### config.mk
export PLATFORM = sky130hd
export DESIGN_NAME = rhc_div
export DESIGN_NICKNAME = d
export VERILOG_FILES = /design/src/rhc_pkg.sv /design/src/rhc_div.sv
export SDC_FILE = /design/constraint.sdc
export NUM_CORES = 2
export LEC_CHECK = 0
export BUFFER_PORTS_ARGS = -buffer_cell sky130_fd_sc_hd__clkbuf_2
export CAP_MARGIN = 20
export CORE_AREA = 3 3 403 405
export CTS_BUF_LIST = sky130_fd_sc_hd__clkbuf_16
export DETAILED_ROUTE_END_ITERATION = 8
export DIE_AREA = 0 0 406 408
export MAX_ROUTING_LAYER = met4
export PLACE_DENSITY_LB_ADDON = 0.05
export REMOVE_ABC_BUFFERS = 1
export SKIP_LAST_GASP = 1
export SLEW_MARGIN = 25
export SYNTH_ARGS = -nofsm -noshare
export SYNTH_HDL_FRONTEND = slang
export SYNTH_SLANG_ARGS = --single-unit
### constraint.sdc
create_clock -name clk_i -period 8.8 [get_ports clk_i]
set_input_delay 0 -clock clk_i [delete_from_list [all_inputs] [get_ports clk_i]]
set_output_delay 0 -clock clk_i [all_outputs]
set_load 0.1 [all_outputs]
### src/rhc_pkg.sv
// ----------------------------------------------------------------------------
// rhc_pkg
// shared widths, codes, item types and helpers of the rgb / hls color converter
// ----------------------------------------------------------------------------
`default_nettype none

package rhc_pkg;

  localparam int ChW        = 13;     // channel width, q.12
  localparam int HueW       = 15;     // hue width, degrees times 64
  localparam int One        = 4096;   // channel value of 1.0
  localparam int Hue60      = 3840;   // 60 degrees
  localparam int Hue120     = 7680;
  localparam int Hue180     = 11520;
  localparam int Hue240     = 15360;
  localparam int HueFull    = 23040;  // full turn
  localparam int QW         = 13;     // quotient bits, one divider stage each
  localparam int NW         = 25;     // dividend width
  localparam int RecipMul   = 34953;  // ceil(2^19 / 15)
  localparam int RecipShift = 19;
  localparam int PipeLatency = QW + 7;

  // operation codes
  localparam logic [2:0] FnRgbToHls = 3'd0;
  localparam logic [2:0] FnHlsToRgb = 3'd1;
  localparam logic [2:0] FnSetL     = 3'd2;
  localparam logic [2:0] FnSetS     = 3'd3;
  localparam logic [2:0] FnSetH     = 3'd4;

  // ramp segment codes
  localparam logic [1:0] RsRamp = 2'd0;
  localparam logic [1:0] RsHigh = 2'd1;
  localparam logic [1:0] RsLow  = 2'd2;

  // side data that rides along the divider
  typedef struct packed {
    logic [2:0]      func;
    logic [ChW-1:0]  alpha;
    logic [HueW-1:0] nv;     // replacement value, already saturated or wrapped
    logic [HueW-1:0] ha;     // direct hls input for hls to rgb
    logic [ChW-1:0]  lb;
    logic [ChW-1:0]  sc;
    logic            gray;
    logic [ChW-1:0]  hi;
    logic [ChW:0]    sum;
    logic            hneg;
    logic [1:0]      hsec;
  } tag_t;

  typedef struct packed {
    logic [NW-1:0]  n_s;
    logic [ChW-1:0] d_s;
    logic [NW-1:0]  n_h;
    logic [ChW-1:0] d_h;
    tag_t           tag;
  } div_in_t;

  typedef struct packed {
    logic [NW-1:0]  rem_s;
    logic [ChW-1:0] d_s;
    logic [QW-1:0]  q_s;
    logic [NW-1:0]  rem_h;
    logic [ChW-1:0] d_h;
    logic [QW-1:0]  q_h;
    tag_t           tag;
  } div_stage_t;

  typedef struct packed {
    logic [QW-1:0] q_s;
    logic [QW-1:0] q_h;
    tag_t          tag;
  } div_out_t;

  typedef struct packed {
    logic [2:0]      func;
    logic [ChW-1:0]  alpha;
    logic [HueW-1:0] h;
    logic [ChW-1:0]  l;
    logic [ChW-1:0]  s;
  } hls_t;

  function automatic logic [ChW-1:0] sat_one(input logic [HueW-1:0] v);
    if (v > HueW'(One)) begin
      return ChW'(One);
    end
    return v[ChW-1:0];
  endfunction

  function automatic logic [HueW-1:0] wrap_hue(input logic [HueW-1:0] v);
    if (v >= HueW'(HueFull)) begin
      return v - HueW'(HueFull);
    end
    return v;
  endfunction

endpackage

`default_nettype wire

### src/rhc_div.sv
// ----------------------------------------------------------------------------
// rhc_div
// two-lane pipelined restoring divider, one quotient bit per stage
// ----------------------------------------------------------------------------
`default_nettype none

module rhc_div (
  input  wire logic             clk_i,
  input  wire logic             rst_ni,
  input  wire logic             valid_i,
  input  wire rhc_pkg::div_in_t in_i,
  output logic                  valid_o,
  output rhc_pkg::div_out_t     out_o
);

  rhc_pkg::div_stage_t st_q [rhc_pkg::QW];
  logic [rhc_pkg::QW-1:0] vld_q;

  for (genvar k = 0; k < rhc_pkg::QW; k++) begin : g_stage
    rhc_pkg::div_stage_t src;
    rhc_pkg::div_stage_t st_d;
    logic [rhc_pkg::NW:0] sh_s;
    logic [rhc_pkg::NW:0] sh_h;

    if (k == 0) begin : g_first
      always_comb begin
        src       = '0;
        src.rem_s = in_i.n_s;
        src.d_s   = in_i.d_s;
        src.rem_h = in_i.n_h;
        src.d_h   = in_i.d_h;
        src.tag   = in_i.tag;
      end
    end else begin : g_next
      assign src = st_q[k-1];
    end

    always_comb begin
      st_d = src;
      sh_s = (rhc_pkg::NW+1)'(src.d_s) << (rhc_pkg::QW-1-k);
      sh_h = (rhc_pkg::NW+1)'(src.d_h) << (rhc_pkg::QW-1-k);
      if ({1'b0, src.rem_s} >= sh_s) begin
        st_d.rem_s = src.rem_s - sh_s[rhc_pkg::NW-1:0];
        st_d.q_s[rhc_pkg::QW-1-k] = 1'b1;
      end
      if ({1'b0, src.rem_h} >= sh_h) begin
        st_d.rem_h = src.rem_h - sh_h[rhc_pkg::NW-1:0];
        st_d.q_h[rhc_pkg::QW-1-k] = 1'b1;
      end
    end

    always_ff @(posedge clk_i) begin
      st_q[k] <= st_d;
    end
  end

  always_ff @(posedge clk_i or negedge rst_ni) begin
    if (!rst_ni) begin
      vld_q <= '0;
    end else begin
      vld_q <= {vld_q[rhc_pkg::QW-2:0], valid_i};
    end
  end

  assign valid_o   = vld_q[rhc_pkg::QW-1];
  assign out_o.q_s = st_q[rhc_pkg::QW-1].q_s;
  assign out_o.q_h = st_q[rhc_pkg::QW-1].q_h;
  assign out_o.tag = st_q[rhc_pkg::QW-1].tag;

endmodule

`default_nettype wire

==> reports/metrics.yaml <==
status: "finished clean"
initial_core_util_pct: 45.07
cts_inserted_buffers: 232
clkSinkCount: 2446
critPathMaxFanout: 18
grt_first_pass_wirelength_um: 201800
total_power_mw: 30.81
synth_edf_count: 0
first_global_vias: 40990
num_rows: 146
fin_tns_setup_ns: 0
die_w_um: 406
first_pass_iters: 5
drive_gt1_share_pct: 11.37
post_cts_resized: 0
avgSynthCellArea_sq_um: 12.12
rsz0062_at_grt: "no"
vias: 41036
end_kind: "flip-flop"
synth_cell_types: 86
grt_usage_pct: 15.13
root_buffer: "clkbuf_16"
dieArea_sq_um: 165600
min_period_ns: 3.667
h-tree-depth: 4
gp_congestion: 0.8366
final_hold_viol_count: 0
slew_headroom_pct: 36.00
io_pins: 312
cts_tree: "done"
r2r-start: "st_q[0][548]"
viasPerCell: 4.531
leakage_nw: 38.41
wirelength_um: 121400
syn_area_sq_um: 71540
ys_seq_area_share_pct: 68.54
cp.required_ns: 9.55
crit_top_cell: "dlygate4sd3_1"
drv_slew: 0
cpLargestDelayFamily: "buffers and inverters"
path_class: "in -> reg"
ys.flop_type: "dfxtp_1"
crit_start: "in_i[166]"
seqCellArea_sq_um: 49030
async_flop_share_pct: 0.5315
final.setup_skew_ns: 0.04095
nNetsFinal: 7323
final_common_cell: "dfxtp_1"
synthCells: 5904
path_buf_inv: 7
final_cell_mix: "dfxtp_1, inv_1, dlygate4sd3_1"
fillers: 13386
port_buffers: 311
clk_path_buf_depth: 3
drt_first_iter_violations: 1772
wl_per_cell_um: 13.40
max-cap-violations: 0
drcViolationCount: 0
tightestPinTransition_ns: 0.9601
worstSkewPairLatency_ns: 0.83
cp_slowest_cell: "dlygate4sd3_1"
finalSetupViolCount: 0
ys_warn_count: 0
grt_max_degree: 35
peakVddDrop_uv: 209.6
grt_antenna_before_repair: 1
p_per_area_nw_per_um2: 353.2
dpl.hpwl_um: 85630
arrival_ns: 4.42
hold_start: "in_i[177]"
ant_nets: 0
syn_to_final_growth_pct: 21.94
die_h_um: 408
fmax_mhz: 272.7
ys_ff_latch: 2446
crit_chain: "dlygate4sd3_1 > clkbuf_2 > dlygate4sd3_1 > inv_1 > ha_1 > nor2b_1 > o21a_1 > o21ai_0 > a31oi_1 > o31a_1 > o31ai_2 > buf_4 > nand2_1 > dlygate4sd3_1 > o31ai_1 > dlygate4sd3_1"
clk_pin_slew_ns: 0.06
cp-start-kind: "input pin"
overflow: 0
cpPeakStageDelay_ns: 0.56
multi_input_area_sq_um: 20630
hold_path.class: "in -> reg"
coreArea_sq_um: 158700
fin_crit_sh_pct: 41.67
[area by class of cell]
cell class	count	area share [%]
inverters	442	1.902
clock buffers	234	6.713
well taps	2072	2.972
clock inverters	204	2.266
flip-flops and latches	2446	56.21
multi-input cells	2951	23.64
repair buffers	706	6.288
diodes	2	0.005737
[synth_stat cells (65+ instances only)]
library cell / count / share of area, %
a21o_1: 95 / 1.0
a21oi_1: 353 / 2.5
nand2_1: 294 / 1.5
xor2_1: 160 / 2.0
o21ai_0: 243 / 1.7
nor3_1: 75 / 0.52
nor2_1: 331 / 1.7
xnor2_1: 189 / 2.3
nand2b_1: 74 / 0.65
ha_1: 338 / 5.9
dfxtp_1: 2433 / 68
inv_1: 440 / 2.3
mux2_2: 65 / 1.0
[where the power goes]
| part | leakage [nW] | internal, mW | switching [mW] | total [mW] |
|---|---|---|---|---|
| registers | 20.6 | 12.8 | 0.926 | 13.7 |
| clock network | 3.95 | 5.74 | 4.12 | 9.86 |
| logic | 13.8 | 3.26 | 3.97 | 7.23 |
[repair_timing]
action	CTS	global route
endpoints found under the hold margin	195	0
hold buffers	385	0
endpoints found under the setup margin	0	0
setup buffers	0	0
[through the flow]
stage	cell area, sq um	utilization [%]	std cells	setup WS, ns	hold slack [ns]
2_1_floorplan	71240	-	5839	4.831	-0.2956
3_3_place_gp	75520	47.57	8232	5.368	-0.1078
3_5_place_dp	75520	47.57	8232	5.310	-0.09700
4_1_cts	87200	54.93	9055	5.188	0.03618
5_1_grt	87230	54.95	9056	4.817	0.08793
6_report	87230	54.95	9057	5.133	0.1323
[logic make-up (layout without fill, tap and decap cells)]
kind of cell	Yosys count	in the layout	synth area share (%)
AOI/OAI and AO/OA	984	984	8.495
xor gates and xnor gates	349	349	4.273
adders and majority gates	362	362	6.583
buffers and inverters	507	1586	2.742
DFF	2446	2446	68.54
muxes	71	71	1.107
other	0	2	0
and+or+nand+nor	1185	1185	8.260
[routing by layer]
metal	up-vias	GRT usage [%]	part of all wire, %
li1	21662	-	-
met1	18449	18.84	47
met2	663	24.33	45
met3	262	3.128	4.1
met4	0	5.474	3.1
met5	-	-	0
[final timing paths]
kind / slack [ns] / to / depth (start not counted)
worst min register to register: 0.30 / st_q[1][516] / 0
worst max register to register: 5.24 / st_q[0][768] / 13
min in group asynchronous: 0.25 / vld_q[3] / 3
worst min-delay path: 0.13 / st_q[0][203] / 5
max in group asynchronous: 8.19 / vld_q[12] / 3
worst max-delay path: 5.13 / st_q[0][197] / 16
[worst min-delay path, stage by stage]
cell and delay, ns:
dlygate4sd3_1 0.54, clkbuf_2 0.13, nor2_1 0.10, a31oi_1 0.04, o21a_1 0.09
[sequential cells by signal, indices dropped and copies added (netlist names)]
register,cells
vld_q,13
st_q,2433
(Power assumes the default switching activity.)
