## src/rhc_pkg.sv

```systemverilog
// ----------------------------------------------------------------------------
// rhc_pkg
// shared widths, codes, item types and helpers of the rgb / hls color converter
// ----------------------------------------------------------------------------
`default_nettype none

package rhc_pkg;

  localparam int ChW        = 13;     // channel width, q.12
  localparam int HueW       = 15;     // hue width, degrees times 64
  localparam int One        = 4096;   // channel value of 1.0
  localparam int Hue60      = 3840;   // 60 degrees
  localparam int Hue120     = 7680;
  localparam int Hue180     = 11520;
  localparam int Hue240     = 15360;
  localparam int HueFull    = 23040;  // full turn
  localparam int QW         = 13;     // quotient bits, one divider stage each
  localparam int NW         = 25;     // dividend width
  localparam int RecipMul   = 34953;  // ceil(2^19 / 15)
  localparam int RecipShift = 19;
  localparam int PipeLatency = QW + 7;

  // operation codes
  localparam logic [2:0] FnRgbToHls = 3'd0;
  localparam logic [2:0] FnHlsToRgb = 3'd1;
  localparam logic [2:0] FnSetL     = 3'd2;
  localparam logic [2:0] FnSetS     = 3'd3;
  localparam logic [2:0] FnSetH     = 3'd4;

  // ramp segment codes
  localparam logic [1:0] RsRamp = 2'd0;
  localparam logic [1:0] RsHigh = 2'd1;
  localparam logic [1:0] RsLow  = 2'd2;

  // side data that rides along the divider
  typedef struct packed {
    logic [2:0]      func;
    logic [ChW-1:0]  alpha;
    logic [HueW-1:0] nv;     // replacement value, already saturated or wrapped
    logic [HueW-1:0] ha;     // direct hls input for hls to rgb
    logic [ChW-1:0]  lb;
    logic [ChW-1:0]  sc;
    logic            gray;
    logic [ChW-1:0]  hi;
    logic [ChW:0]    sum;
    logic            hneg;
    logic [1:0]      hsec;
  } tag_t;

  typedef struct packed {
    logic [NW-1:0]  n_s;
    logic [ChW-1:0] d_s;
    logic [NW-1:0]  n_h;
    logic [ChW-1:0] d_h;
    tag_t           tag;
  } div_in_t;

  typedef struct packed {
    logic [NW-1:0]  rem_s;
    logic [ChW-1:0] d_s;
    logic [QW-1:0]  q_s;
    logic [NW-1:0]  rem_h;
    logic [ChW-1:0] d_h;
    logic [QW-1:0]  q_h;
    tag_t           tag;
  } div_stage_t;

  typedef struct packed {
    logic [QW-1:0] q_s;
    logic [QW-1:0] q_h;
    tag_t          tag;
  } div_out_t;

  typedef struct packed {
    logic [2:0]      func;
    logic [ChW-1:0]  alpha;
    logic [HueW-1:0] h;
    logic [ChW-1:0]  l;
    logic [ChW-1:0]  s;
  } hls_t;

  function automatic logic [ChW-1:0] sat_one(input logic [HueW-1:0] v);
    if (v > HueW'(One)) begin
      return ChW'(One);
    end
    return v[ChW-1:0];
  endfunction

  function automatic logic [HueW-1:0] wrap_hue(input logic [HueW-1:0] v);
    if (v >= HueW'(HueFull)) begin
      return v - HueW'(HueFull);
    end
    return v;
  endfunction

endpackage

`default_nettype wire

```

## src/rhc_ramp.sv

```systemverilog
// ----------------------------------------------------------------------------
// rhc_ramp
// hls to rgb back end: lightness product, piecewise hue ramp, output select
// ----------------------------------------------------------------------------
`default_nettype none

module rhc_ramp (
  input  wire logic          clk_i,
  input  wire logic          rst_ni,
  input  wire logic          valid_i,
  input  wire rhc_pkg::hls_t hls_i,
  output logic               done_o,
  output logic [14:0]        out_a_o,
  output logic [12:0]        out_b_o,
  output logic [12:0]        out_c_o,
  output logic [12:0]        alpha_out_o
);

  localparam int ChW = rhc_pkg::ChW;

  typedef struct packed {
    logic [ChW-1:0]  v1;
    logic [ChW-1:0]  v2;
    logic [2:0][1:0] sel;
  } rmp_t;

  // stage p: l * s product
  logic            vp_q;
  rhc_pkg::hls_t   hp_q;
  logic [ChW-1:0]  p_q;
  logic [25:0]     prod_ls;

  assign prod_ls = 26'(hls_i.l) * 26'(hls_i.s) + 26'd2048;

  always_ff @(posedge clk_i) begin
    hp_q <= hls_i;
    p_q  <= prod_ls[ChW+11:12];
  end

  // stage v: v1, v2 and ramp segment per channel
  logic            vv_q;
  rhc_pkg::hls_t   hv_q;
  rmp_t            rv_q;
  rmp_t            rv_d;
  logic [ChW-1:0]  dif_q;
  logic [2:0][11:0] f_q;
  logic [2:0][11:0] f_d;
  logic [ChW:0]    v2w;
  logic signed [ChW+1:0] v1w;
  logic [2:0][14:0] hc;

  always_comb begin
    if ({hp_q.l, 1'b0} < (ChW+1)'(rhc_pkg::One)) begin
      v2w = {1'b0, hp_q.l} + {1'b0, p_q};
    end else begin
      v2w = {1'b0, hp_q.l} + {1'b0, hp_q.s} - {1'b0, p_q};
    end
    v1w = $signed({1'b0, hp_q.l, 1'b0}) - $signed({1'b0, v2w});
    rv_d.v2 = v2w[ChW-1:0];
    rv_d.v1 = (v1w < 0) ? '0 : v1w[ChW-1:0];

    // red is hue + 120, blue is hue - 120, both wrapped
    hc[0] = (hp_q.h >= 15'(rhc_pkg::HueFull - rhc_pkg::Hue120)) ?
            hp_q.h - 15'(rhc_pkg::HueFull - rhc_pkg::Hue120) :
            hp_q.h + 15'(rhc_pkg::Hue120);
    hc[1] = hp_q.h;
    hc[2] = (hp_q.h < 15'(rhc_pkg::Hue120)) ?
            hp_q.h + 15'(rhc_pkg::Hue240) : hp_q.h - 15'(rhc_pkg::Hue120);

    for (int i = 0; i < 3; i++) begin
      f_d[i] = '0;
      if (hc[i] < 15'(rhc_pkg::Hue60)) begin
        rv_d.sel[i] = rhc_pkg::RsRamp;
        f_d[i]      = hc[i][11:0];
      end else if (hc[i] < 15'(rhc_pkg::Hue180)) begin
        rv_d.sel[i] = rhc_pkg::RsHigh;
      end else if (hc[i] < 15'(rhc_pkg::Hue240)) begin
        rv_d.sel[i] = rhc_pkg::RsRamp;
        f_d[i]      = 12'(15'(rhc_pkg::Hue240) - hc[i]);
      end else begin
        rv_d.sel[i] = rhc_pkg::RsLow;
      end
    end
  end

  always_ff @(posedge clk_i) begin
    hv_q  <= hp_q;
    rv_q  <= rv_d;
    f_q   <= f_d;
    dif_q <= rv_d.v2 - rv_d.v1;
  end

  // stage m: ramp products with half of 60 degrees for rounding
  logic            vm_q;
  rhc_pkg::hls_t   hm_q;
  rmp_t            rm_q;
  logic [2:0][24:0] x_q;

  always_ff @(posedge clk_i) begin
    hm_q <= hv_q;
    rm_q <= rv_q;
    for (int i = 0; i < 3; i++) begin
      x_q[i] <= 25'(dif_q) * 25'(f_q[i]) + 25'(rhc_pkg::Hue60 / 2);
    end
  end

  // stage r: divide by 3840 as a shift by 8 and a reciprocal of 15
  logic            vr_q;
  rhc_pkg::hls_t   hr_q;
  rmp_t            rr_q;
  logic [2:0][31:0] y_q;

  always_ff @(posedge clk_i) begin
    hr_q <= hm_q;
    rr_q <= rm_q;
    for (int i = 0; i < 3; i++) begin
      y_q[i] <= 32'(x_q[i][23:8]) * 32'(rhc_pkg::RecipMul);
    end
  end

  // stage o: select result
  logic            done_q;
  logic [14:0]     oa_q, oa_d;
  logic [12:0]     ob_q, ob_d;
  logic [12:0]     oc_q, oc_d;
  logic [12:0]     al_q;
  logic [2:0][ChW-1:0] ch;

  always_comb begin
    for (int i = 0; i < 3; i++) begin
      unique case (rr_q.sel[i])
        rhc_pkg::RsRamp: ch[i] = rr_q.v1 + y_q[i][rhc_pkg::RecipShift+ChW-1:rhc_pkg::RecipShift];
        rhc_pkg::RsHigh: ch[i] = rr_q.v2;
        default:         ch[i] = rr_q.v1;
      endcase
      if (hr_q.s == '0) begin
        ch[i] = hr_q.l;
      end
    end
    unique case (hr_q.func)
      rhc_pkg::FnRgbToHls: begin
        oa_d = hr_q.h;
        ob_d = hr_q.l;
        oc_d = hr_q.s;
      end
      rhc_pkg::FnHlsToRgb, rhc_pkg::FnSetL, rhc_pkg::FnSetS, rhc_pkg::FnSetH: begin
        oa_d = 15'(ch[0]);
        ob_d = ch[1];
        oc_d = ch[2];
      end
      default: begin
        oa_d = '0;
        ob_d = '0;
        oc_d = '0;
      end
    endcase
  end

  always_ff @(posedge clk_i) begin
    oa_q <= oa_d;
    ob_q <= ob_d;
    oc_q <= oc_d;
    al_q <= hr_q.alpha;
  end

  always_ff @(posedge clk_i or negedge rst_ni) begin
    if (!rst_ni) begin
      vp_q   <= 1'b0;
      vv_q   <= 1'b0;
      vm_q   <= 1'b0;
      vr_q   <= 1'b0;
      done_q <= 1'b0;
    end else begin
      vp_q   <= valid_i;
      vv_q   <= vp_q;
      vm_q   <= vv_q;
      vr_q   <= vm_q;
      done_q <= vr_q;
    end
  end

  assign done_o      = done_q;
  assign out_a_o     = oa_q;
  assign out_b_o     = ob_q;
  assign out_c_o     = oc_q;
  assign alpha_out_o = al_q;

endmodule

`default_nettype wire
```

## config.mk

```make
export PLATFORM = sky130hd
export DESIGN_NAME = rhc_ramp
export DESIGN_NICKNAME = d
export VERILOG_FILES = /design/src/rhc_pkg.sv /design/src/rhc_ramp.sv
export SDC_FILE = /design/constraint.sdc
export NUM_CORES = 2
export LEC_CHECK = 0
export BUFFER_PORTS_ARGS = -buffer_cell sky130_fd_sc_hd__clkbuf_2
export CAP_MARGIN = 30
export CORE_MARGIN = 10
export CORE_UTILIZATION = 50
export CTS_CLUSTER_DIAMETER = 120
export DETAILED_ROUTE_END_ITERATION = 8
export PLACE_DENSITY = 0.66
export SLEW_MARGIN = 0
export SYNTH_ARGS = -nofsm -noshare
export SYNTH_HDL_FRONTEND = slang
export SYNTH_SLANG_ARGS = --single-unit
```

## constraint.sdc

```tcl
create_clock -name clk_i -period 6.8 [get_ports clk_i]
set_clock_uncertainty 0.2 [all_clocks]
set_input_delay 0.68 -clock clk_i [delete_from_list [all_inputs] [get_ports clk_i]]
set_output_delay 0.68 -clock clk_i [all_outputs]
set_load 0.005 [all_outputs]
```

==> out/results.ini <==
[status]
status=finished clean

[cells_and_area]
fin_util=0.5556
ff_latch_area_um2=10680
area_growth_pct=9.933
multi_input_area_um2=29650
nNetsFinal=5944
layout_commonest_cell=inv_1
fill_cells=7650
final_cell_mix=inv_1 (796), ha_1 (645), nand2_1 (534)
drive_gt1_frac=0.06712

[setup_path]
cp.arrival_ns=6.65
cp-endpoint=dif_q[11]$_DFF_P_
r2r_end=dif_q[11]$_DFF_P_
critPathLaunchType=flop
reg2reg_depth=30
cp_num_buf_inv=3
cp-startpoint=hp_q[15]$_DFF_P_
path_class=flop to flop
crit_slowest_cell=fa_1
cp_top_family=compound AO/OA/AOI/OAI gates
end_kind=flop
reg2reg_slack_ns=0.40
required_ns=7.05
cpPeakStageDelay_ns=0.53
r2r_start=hp_q[15]$_DFF_P_
cp.depth=30
critPathMaxFanout=4

[global_routing]
grt_usage=0.2117
grt_pass1_wl_mm=168.9
gr-total-overflow=0
grt_max_degree=37
antenna_found_initial=6
grt_pass1_vias=31658

[detailed_routing]
vias=30800
drt_first_pass_iters=6
drt_iter0_markers=1956
wl_per_cell_um=17.69
wirelength_mm=104.6
drc=0
via_per_inst=5.212
antenna_left=0

[timing]
report.final.hold_viol_count=0
worst_slew_pin_slew_ns=0.9890
fmax_mhz=156.4
slew_headroom=0.3398
fin_crit_sh=0.9404
layout_setup_ws_ns=0.4049
period_minus_slack_ns=6.395
finalSetupViolCount=0
slew_violations=0

[floorplan]
rows=108
dieArea_um2=100100
die_height_um=316.3
core_um2=86890
die_x_um=316.3
start_util=0.5054
io_pins=115

[place]
numPortBuffers=114
place_worst_setup_slack_ns=0.1265
hpwl_mm=85.29
gp_congestion=0.9046

[logic_synthesis]
syn-num-nets=5825
synth-seq-cells=532
synth_cell_types=77
syn-mean-instance-area_um2=9.571
syn_inst=4588
async_reset_ff_frac=0.009398
ys.flop_type=dfxtp_1
yosys_warnings=0
ys_seq_area_frac=0.2431
synth_edf_count=0
syn-cell-area_um2=43910

[hold_path]
hold_depth=1
hold_start=hls_i[35]
worstHoldPathType=primary input to flop

[cts]
cts_inserted_buffers=54
worstSkewPairLatency_ns=0.63
cts_tree=done
cts_max_level=2
clk_pin_slew_ns=0.07
cts-root-buf=clkbuf_16
clock_path_buffers=3
cts.sinks=532

[run]
cap_viol_max_count=0

[state kept, by name, summed over array words and instances, names as in the netlist, 13 cells and up]
signal	cells
y_q	39
out_b_o	13
out_c_o	13
hp_q	42
rv_q	32
hm_q	57
rr_q	32
alpha_out_o	13
p_q	13
f_q	36
hc	15
out_a_o	15
x_q	48
dif_q	13
rm_q	32
hr_q	57
hv_q	57
[metrics by stage]
step	setup TNS (ns)	instances	hold WS [ns]	cell area, um^2
6_report	0	5909	0.05440	48270
4_1_cts	0	5907	0.04113	48230
5_1_grt	-0.0009255	5908	0.02880	48270
2_1_floorplan	0	4588	0.1096	43910
3_5_place_dp	0	5773	0.1121	45970
3_3_place_gp	0	5773	0.1098	45970
[worst min path at each step]
stage	to	slack [ns]
floorplan	alpha_out_o[0]$_DFF_P_	0.11
global placement	hr_q[43]$_DFF_P_	0.11
detailed placement	alpha_out_o[2]$_DFF_P_	0.11
CTS	hc[24]$_DFF_P_	0.04
global route	hc[24]$_DFF_P_	0.03
finish	hc[24]$_DFF_P_	0.05
[synth_stat cells (16+ instances only)]
master | number | area share
dfxtp_1 | 527 | 0.24
and2_1 | 232 | 0.033
nor2b_1 | 17 | 0.0024
nand2_1 | 534 | 0.046
a21o_1 | 73 | 0.012
xor2_1 | 55 | 0.011
xnor2_1 | 119 | 0.024
nor3_1 | 69 | 0.0079
o21bai_1 | 16 | 0.0027
mux2i_1 | 35 | 0.0080
o21ai_0 | 132 | 0.015
and3_1 | 21 | 0.0030
nor2_1 | 176 | 0.015
clkbuf_1 | 148 | 0.013
ha_1 | 645 | 0.18
nand3_1 | 36 | 0.0041
a21oi_1 | 126 | 0.014
inv_1 | 796 | 0.068
fa_1 | 532 | 0.24
o31ai_1 | 24 | 0.0041
o21a_1 | 44 | 0.0075
[timing repair]
action | CTS | global route
hold buffers | 32 | 0
buffers inserted | 0 | 1
endpoints found under the hold margin | 36 | 0
setup endpoints to repair | 0 | 5
resized for setup | 0 | 7
[layer usage]
metal | up-vias | track usage | routed length (um)
met1 | 15035 | 0.2916 | 47430
li1 | 14825 | - | -
met3 | 115 | 0.03906 | 7329
met4 | 4 | 0.04600 | 2074
met5 | - | 0 | 27
met2 | 821 | 0.3448 | 47690
[cells by family (layout without fill, tap and decap cells)]
group	after synthesis	count (layout)	share of synthesized area
XOR/XNOR	174	174	0.03471
multiplexers	38	38	0.008748
buffers and inverters	957	1122	0.08232
other	1	2	0.00008540
AND/OR/NAND/NOR	1156	1156	0.1223
AO/OA/AOI/OAI	553	553	0.08241
flip-flops	532	532	0.2431
adder cells (fa/ha/maj)	1177	1177	0.4263
[area by class of cell]
class / count / area share
clock buffers: 67 / 0.03004
well taps: 1155 / 0.02994
diodes: 1 / 0.00005184
multi-input cells: 3099 / 0.6143
flip-flops and latches: 532 / 0.2212
inverters: 796 / 0.06190
clock inverters: 35 / 0.01016
repair buffers: 224 / 0.03240
Power is not shown: default switching activity piles up to over one toggle a cycle in this logic, so the estimate is an artifact.
